--- src/rtl/env_sensor_compensation_assert.svh ---
// Assertion macros for the compensation block
`ifndef ENV_SENSOR_COMPENSATION_ASSERT_SVH
`define ENV_SENSOR_COMPENSATION_ASSERT_SVH
`ifndef SYNTHESIS
`define ESC_ASSERT_IMPLIES(lbl, clk, rst_n, a, b) \
    lbl: assert property (@(posedge clk) disable iff (!rst_n) (a) |-> (b)) \
        else $error("implication failed");
`define ESC_ASSERT_NEXT(lbl, clk, rst_n, a, b) \
    lbl: assert property (@(posedge clk) disable iff (!rst_n) (a) |=> (b)) \
        else $error("next-cycle check failed");
`else
`define ESC_ASSERT_IMPLIES(lbl, clk, rst_n, a, b)
`define ESC_ASSERT_NEXT(lbl, clk, rst_n, a, b)
`endif
`endif

--- src/rtl/esc_pkg.sv ---
`timescale 1ns / 1ps
package esc_pkg;

    localparam int Q_DEPTH = 2;
    localparam int Q_PTR_W = $clog2(Q_DEPTH);
    localparam int Q_CNT_W = $clog2(Q_DEPTH + 1);

    localparam logic [2:0] CFG_CAL_TEMP    = 3'd0;
    localparam logic [2:0] CFG_CAL_PRESS_A = 3'd1;
    localparam logic [2:0] CFG_CAL_PRESS_B = 3'd2;
    localparam logic [2:0] CFG_CAL_PRESS_C = 3'd3;
    localparam logic [2:0] CFG_CAL_HUM_A   = 3'd4;
    localparam logic [2:0] CFG_CAL_HUM_B   = 3'd5;

    localparam logic [31:0] HUM_MAX = 32'd419430400;

    typedef struct packed {
        logic [19:0] at;
        logic [19:0] ap;
        logic [15:0] ah;
    } t_raw;

    typedef struct packed {
        logic [47:0] temp;
        logic [63:0] pa;
        logic [63:0] pb;
        logic [15:0] pc;
        logic [31:0] ha;
        logic [31:0] hb;
    } t_cal;

endpackage

--- src/rtl/esc_front.sv ---
`timescale 1ns / 1ps
module esc_front (
    input  logic          i_clk,
    input  logic          i_rst_n,
    input  logic          i_in_valid,
    output logic          o_in_ready,
    input  esc_pkg::t_raw i_raw,
    output logic          o_q_valid,
    input  logic          i_q_ready,
    output esc_pkg::t_raw o_q_raw
);

    esc_pkg::t_raw                  r_mem [esc_pkg::Q_DEPTH];
    logic [esc_pkg::Q_PTR_W-1:0]    r_wr_ptr;
    logic [esc_pkg::Q_PTR_W-1:0]    r_rd_ptr;
    logic [esc_pkg::Q_CNT_W-1:0]    r_count;
    logic                           push;
    logic                           pop;

    assign o_in_ready = (r_count != esc_pkg::Q_CNT_W'(esc_pkg::Q_DEPTH));
    assign o_q_valid  = (r_count != '0);
    assign o_q_raw    = r_mem[r_rd_ptr];
    assign push       = i_in_valid && o_in_ready;
    assign pop        = o_q_valid && i_q_ready;

    always_ff @(posedge i_clk) begin
        if (push) begin
            r_mem[r_wr_ptr] <= i_raw;
        end
    end

    always_ff @(posedge i_clk) begin
        if (!i_rst_n) begin
            r_wr_ptr <= '0;
            r_rd_ptr <= '0;
            r_count  <= '0;
        end else begin
            if (push) begin
                r_wr_ptr <= r_wr_ptr + 1'b1;
            end
            if (pop) begin
                r_rd_ptr <= r_rd_ptr + 1'b1;
            end
            if (push && !pop) begin
                r_count <= r_count + 1'b1;
            end else if (pop && !push) begin
                r_count <= r_count - 1'b1;
            end
        end
    end

endmodule

--- config.mk ---
export PLATFORM = sky130hd
export DESIGN_NAME = esc_front
export DESIGN_NICKNAME = d
export VERILOG_FILES = /design/src/rtl/env_sensor_compensation_assert.svh /design/src/rtl/esc_pkg.sv /design/src/rtl/esc_front.sv
export SDC_FILE = /design/constraint.sdc
export NUM_CORES = 1
export LEC_CHECK = 0
export CAP_MARGIN = 20
export CORE_MARGIN = 3
export CORE_UTILIZATION = 50
export DETAILED_ROUTE_END_ITERATION = 8
export DONT_BUFFER_PORTS = 1
export PLACE_DENSITY = 0.64
export SETUP_SLACK_MARGIN = 0.05
export SYNTH_ARGS = -nofsm -noshare
export SYNTH_HDL_FRONTEND = slang
export SYNTH_SLANG_ARGS = --single-unit
--- constraint.sdc ---
create_clock -name i_clk -period 3.16 [get_ports i_clk]
set_input_delay 0.632 -clock i_clk [delete_from_list [all_inputs] [get_ports i_clk]]
set_output_delay 0.632 -clock i_clk [all_outputs]
set_load 0.03 [all_outputs]
==> run_summary.xml <==
<?xml version="1.0" encoding="UTF-8"?>
<metrics>
  <group name="outcome">
    <metric name="status" unit="">finished, final reports clean</metric>
  </group>
  <group name="synth">
    <metric name="synth_warnings" unit="">0</metric>
    <metric name="yosysUniqueCellTypes" unit="">20</metric>
    <metric name="syn-mean-instance-area" unit="um2">21.6</metric>
    <metric name="summed_instance_area_of_the_synthesized_netlist" unit="um2">4280</metric>
    <metric name="syn-num-nets" unit="">259</metric>
    <metric name="synth-main-ff-cell" unit="">sky130_fd_sc_hd__edfxtp_1</metric>
    <metric name="share_of_flip_flops_with_an_asynchronous_set_or_reset_after_synthesis" unit="%">0</metric>
    <metric name="synth_top_area_cell" unit="">sky130_fd_sc_hd__edfxtp_1</metric>
    <metric name="most_frequently_used_cell_type_in_the_post_synthesis_netlist" unit="">sky130_fd_sc_hd__edfxtp_1</metric>
    <metric name="synth.ff_latch_count" unit="">117</metric>
    <metric name="synthTopCellsByArea" unit="">sky130_fd_sc_hd__edfxtp_1 (79%), sky130_fd_sc_hd__mux2_2 (15%), sky130_fd_sc_hd__dfxtp_1 (2.3%)</metric>
    <metric name="syn_inst" unit="">198</metric>
    <metric name="synth_edf_count" unit="">112</metric>
    <metric name="synth.yosys.seq_area_share" unit="%">81.0</metric>
    <metric name="synth_common_cells" unit="">sky130_fd_sc_hd__edfxtp_1 (112), sky130_fd_sc_hd__mux2_2 (56), sky130_fd_sc_hd__dfxtp_1 (5)</metric>
    <metric name="netlist.area_leader.share" unit="%">78.6</metric>
  </group>
  <group name="timing">
    <metric name="transition_time_at_the_pin_with_the_least_slew_margin" unit="ns">0.708</metric>
    <metric name="postLayoutSetupSlackWorst" unit="ns">0.550</metric>
    <metric name="fmax" unit="GHz">0.383</metric>
    <metric name="fin_hold_ws" unit="ns">0.226</metric>
    <metric name="min_period_over_period" unit="%">82.6</metric>
    <metric name="period_minus_slack" unit="ns">2.61</metric>
    <metric name="setup_viol_count_final" unit="">0</metric>
    <metric name="relSlewSlack" unit="%">52.8</metric>
    <metric name="timing_max_transition_violations_final" unit="">0</metric>
    <metric name="grt_setup_unrepaired" unit="">false</metric>
    <metric name="timing.setup.tns" unit="ns">0</metric>
    <metric name="hold_violations" unit="">0</metric>
    <metric name="clock-skew-final" unit="ns">0.00729</metric>
  </group>
  <group name="global_routing">
    <metric name="track_usage" unit="%">15.4</metric>
    <metric name="first_global_vias" unit="">1992</metric>
    <metric name="grt_antenna_before_repair" unit="">0</metric>
    <metric name="global_route.overflow_total" unit="">0</metric>
    <metric name="grt_max_degree" unit="">32</metric>
    <metric name="grt_first_pass_wirelength" unit="mm">11.0</metric>
  </group>
  <group name="setup_path">
    <metric name="worst_path_largest_cell_delay" unit="ns">0.73</metric>
    <metric name="reg2reg_slack" unit="ns">1.03</metric>
    <metric name="timing.critical_path.depth" unit="">2</metric>
    <metric name="timing.rr.end" unit="">r_mem[1][49]</metric>
    <metric name="critical_path_class" unit="">flip-flop to primary output</metric>
    <metric name="reg2reg_start" unit="">r_count[0]</metric>
    <metric name="worst_setup_path_end_kind" unit="">primary output</metric>
    <metric name="worst_r2r_path_depth" unit="">3</metric>
    <metric name="slowest_library_cell_on_the_worst_path" unit="">sky130_fd_sc_hd__dfxtp_2</metric>
    <metric name="worst-path-max-fanout" unit="">31</metric>
    <metric name="required" unit="ns">2.53</metric>
    <metric name="critPathTopFamily" unit="">flip-flops</metric>
    <metric name="critical_path.cell_chain" unit="">buf_12 -&gt; mux2_2</metric>
    <metric name="critPathBufInv" unit="">1</metric>
    <metric name="critPathLaunchType" unit="">flip-flop</metric>
    <metric name="cp.arrival" unit="ns">1.98</metric>
  </group>
  <group name="detailed_routing">
    <metric name="drt_drc_violations_left" unit="">0</metric>
    <metric name="detail_route.wirelength" unit="mm">7.02</metric>
    <metric name="drtAntennaViolNets" unit="">0</metric>
    <metric name="routed_via_density" unit="">5.43</metric>
    <metric name="drt-pass1-iter-count" unit="">4</metric>
    <metric name="detail_route.iter0.violations" unit="">61</metric>
    <metric name="wl_per_cell" unit="um">21.1</metric>
    <metric name="num_vias" unit="">1807</metric>
  </group>
  <group name="cells_and_area">
    <metric name="drive_above_1_share" unit="%">43.0</metric>
    <metric name="fillers" unit="">575</metric>
    <metric name="area.growth.synth_to_final" unit="%">17.9</metric>
    <metric name="number_of_non_filler_instances_in_the_completed_layout" unit="">333</metric>
    <metric name="layout.nets" unit="">276</metric>
    <metric name="final_antenna_diode_count" unit="">0</metric>
  </group>
  <group name="clock_tree">
    <metric name="cts_inserted_buffers" unit="">17</metric>
    <metric name="clk_pin_slew_worst_paths" unit="ns">0.06</metric>
    <metric name="root_buffer" unit="">sky130_fd_sc_hd__clkbuf_8</metric>
    <metric name="clk_latency" unit="ns">0.49</metric>
    <metric name="clock_tree_buffer_depth" unit="">2</metric>
    <metric name="cts_hold_buffers" unit="">0</metric>
    <metric name="clkSinkCount" unit="">117</metric>
    <metric name="post_cts_setup_buffer_count" unit="">0</metric>
    <metric name="cts_resized" unit="">0</metric>
    <metric name="tritoncts_clock_tree" unit="">done</metric>
    <metric name="cts-htree-levels" unit="">4</metric>
  </group>
  <group name="flow_run">
    <metric name="max_cap_viol" unit="">0</metric>
  </group>
  <group name="power">
    <metric name="p_per_area" unit="nW/um2">1010</metric>
    <metric name="seq_power_share" unit="%">40.1</metric>
    <metric name="power.ir.vdd_worst" unit="uV">525</metric>
    <metric name="total_switching_power" unit="mW">1.54</metric>
    <metric name="post-layout-total-power" unit="mW">5.11</metric>
    <metric name="cell_internal_pwr" unit="mW">3.57</metric>
    <metric name="power.leakage" unit="nW">1.67</metric>
    <metric name="clock_power_share" unit="%">37.8</metric>
    <metric name="fraction_of_power_consumed_by_combinational_cells" unit="%">22.0</metric>
    <metric name="p_sw_share" unit="%">30.1</metric>
  </group>
  <group name="placement">
    <metric name="place_worst_setup_slack" unit="ns">0.979</metric>
    <metric name="io_buffer_count" unit="">0</metric>
    <metric name="place.detailed.instances" unit="">301</metric>
    <metric name="gp_congestion" unit="">0.829</metric>
    <metric name="post-dp-hpwl" unit="mm">4.69</metric>
  </group>
  <group name="min_path">
    <metric name="holdPathStages" unit="">0</metric>
    <metric name="holdCritStartpoint" unit="">i_raw[23]</metric>
    <metric name="hold_path_class" unit="">input port to flip-flop</metric>
    <metric name="hold-path-endpoint" unit="">r_mem[1][23]</metric>
  </group>
  <group name="floorplanning">
    <metric name="core.rowCount" unit="">33</metric>
    <metric name="width_of_the_die" unit="um">98.5</metric>
    <metric name="core_area" unit="um2">8260</metric>
    <metric name="start_util" unit="%">51.8</metric>
    <metric name="pin_count" unit="">118</metric>
    <metric name="fp.dieArea" unit="um2">9700</metric>
    <metric name="die_h" unit="um">98.5</metric>
  </group>
</metrics>
layout make-up:
class	count	area, um2	area share [%]
Clock buffer	17	414	8.21
Clock inverter	15	203	4.02
Inverter	1	3.75	0.0744
Multi-Input combinational cell	74	771	15.3
Sequential cell	117	3460	68.7
Tap cell	105	131	2.61
Timing Repair Buffer	4	55.1	1.09
state kept, by name, summed over array words and instances (netlist names), named ones only:
signal	cells
r_mem	112
r_rd_ptr	1
r_wr_ptr	1
r_count	2
power groups by stage:
| stage | Combinational [mW] | Clock [mW] | Sequential, mW |
|---|---|---|---|
| 5_1_grt | 1.19 | 2.06 | 2.07 |
| 4_1_cts | 1.14 | 1.97 | 2.05 |
| 3_5_place_dp | 1.14 | 0 | 2.08 |
| 3_3_place_gp | 1.12 | 0 | 2.07 |
| 2_1_floorplan | 1.05 | 0 | 2.02 |
| 6_report | 1.12 | 1.93 | 2.05 |
through the flow:
step | utilization [%] | cell area (um2)
finish | 61.1 | 5040
global route | 61.1 | 5040
CTS | 61.1 | 5040
detailed placement | 53.6 | 4430
global placement | 53.6 | 4430
floorplan | - | 4280
worst max path at each step:
stage / from / end / slack (ns)
6_report: flip-flop / o_q_raw[2] / 0.55
5_1_grt: flip-flop / o_q_raw[6] / 0.43
4_1_cts: flip-flop / o_q_raw[8] / 0.49
3_5_place_dp: r_count[0] / r_mem[1][34] / 0.98
3_3_place_gp: flip-flop / o_q_raw[21] / 1.06
2_1_floorplan: i_in_valid / r_mem[1][0] / 0.73
cells in the final DEF, fill, tap and decap left out:
| cell | count |
|---|---|
| sky130_fd_sc_hd__xor2_1 | 1 |
| sky130_fd_sc_hd__clkbuf_8 | 1 |
| sky130_fd_sc_hd__or2_2 | 1 |
| sky130_fd_sc_hd__bufinv_16 | 4 |
| sky130_fd_sc_hd__nand2b_4 | 1 |
| sky130_fd_sc_hd__clkbuf_16 | 16 |
| sky130_fd_sc_hd__a21boi_0 | 1 |
| sky130_fd_sc_hd__a21boi_1 | 1 |
| sky130_fd_sc_hd__dfxtp_1 | 4 |
| sky130_fd_sc_hd__clkinv_2 | 2 |
| sky130_fd_sc_hd__buf_4 | 2 |
| sky130_fd_sc_hd__dfxtp_2 | 1 |
| sky130_fd_sc_hd__clkinv_4 | 2 |
| sky130_fd_sc_hd__and2_1 | 4 |
| sky130_fd_sc_hd__edfxtp_1 | 112 |
| sky130_fd_sc_hd__a21bo_2 | 1 |
| sky130_fd_sc_hd__o21ai_1 | 1 |
| sky130_fd_sc_hd__xnor2_1 | 2 |
| sky130_fd_sc_hd__ha_1 | 1 |
| sky130_fd_sc_hd__nand3b_1 | 1 |
| sky130_fd_sc_hd__or3_1 | 1 |
| sky130_fd_sc_hd__inv_6 | 2 |
| sky130_fd_sc_hd__o21ai_0 | 1 |
| sky130_fd_sc_hd__and3_2 | 1 |
| sky130_fd_sc_hd__inv_2 | 1 |
| sky130_fd_sc_hd__buf_12 | 2 |
| sky130_fd_sc_hd__mux2_2 | 56 |
| sky130_fd_sc_hd__clkinvlp_4 | 5 |
cell families (layout without fill, tap and decap cells):
logic type               Yosys count  count (layout)  share of synthesized area [%]
adder cells (fa/ha/maj)            1               1                          0.293
XOR/XNOR                           3               3                          0.615
multiplexers                      56              56                           14.7
flip-flops                       117             117                           81.0
AO/OA/AOI/OAI                      5               5                          0.819
AND/OR/NAND/NOR                    9               9                           1.52
buffers and inverters              7              37                           1.02
per-layer routing:
metal	global-route usage, %	wire length (um)	vias up	part of all wire, %
li1	-	-	817	-
met1	16.0	2540	903	36
met2	25.3	3620	79	52
met3	9.77	777	8	11
met4	5.88	76	0	1.1
met5	0	0	-	0
No activity file was read; power rests on OpenSTA's default activity.
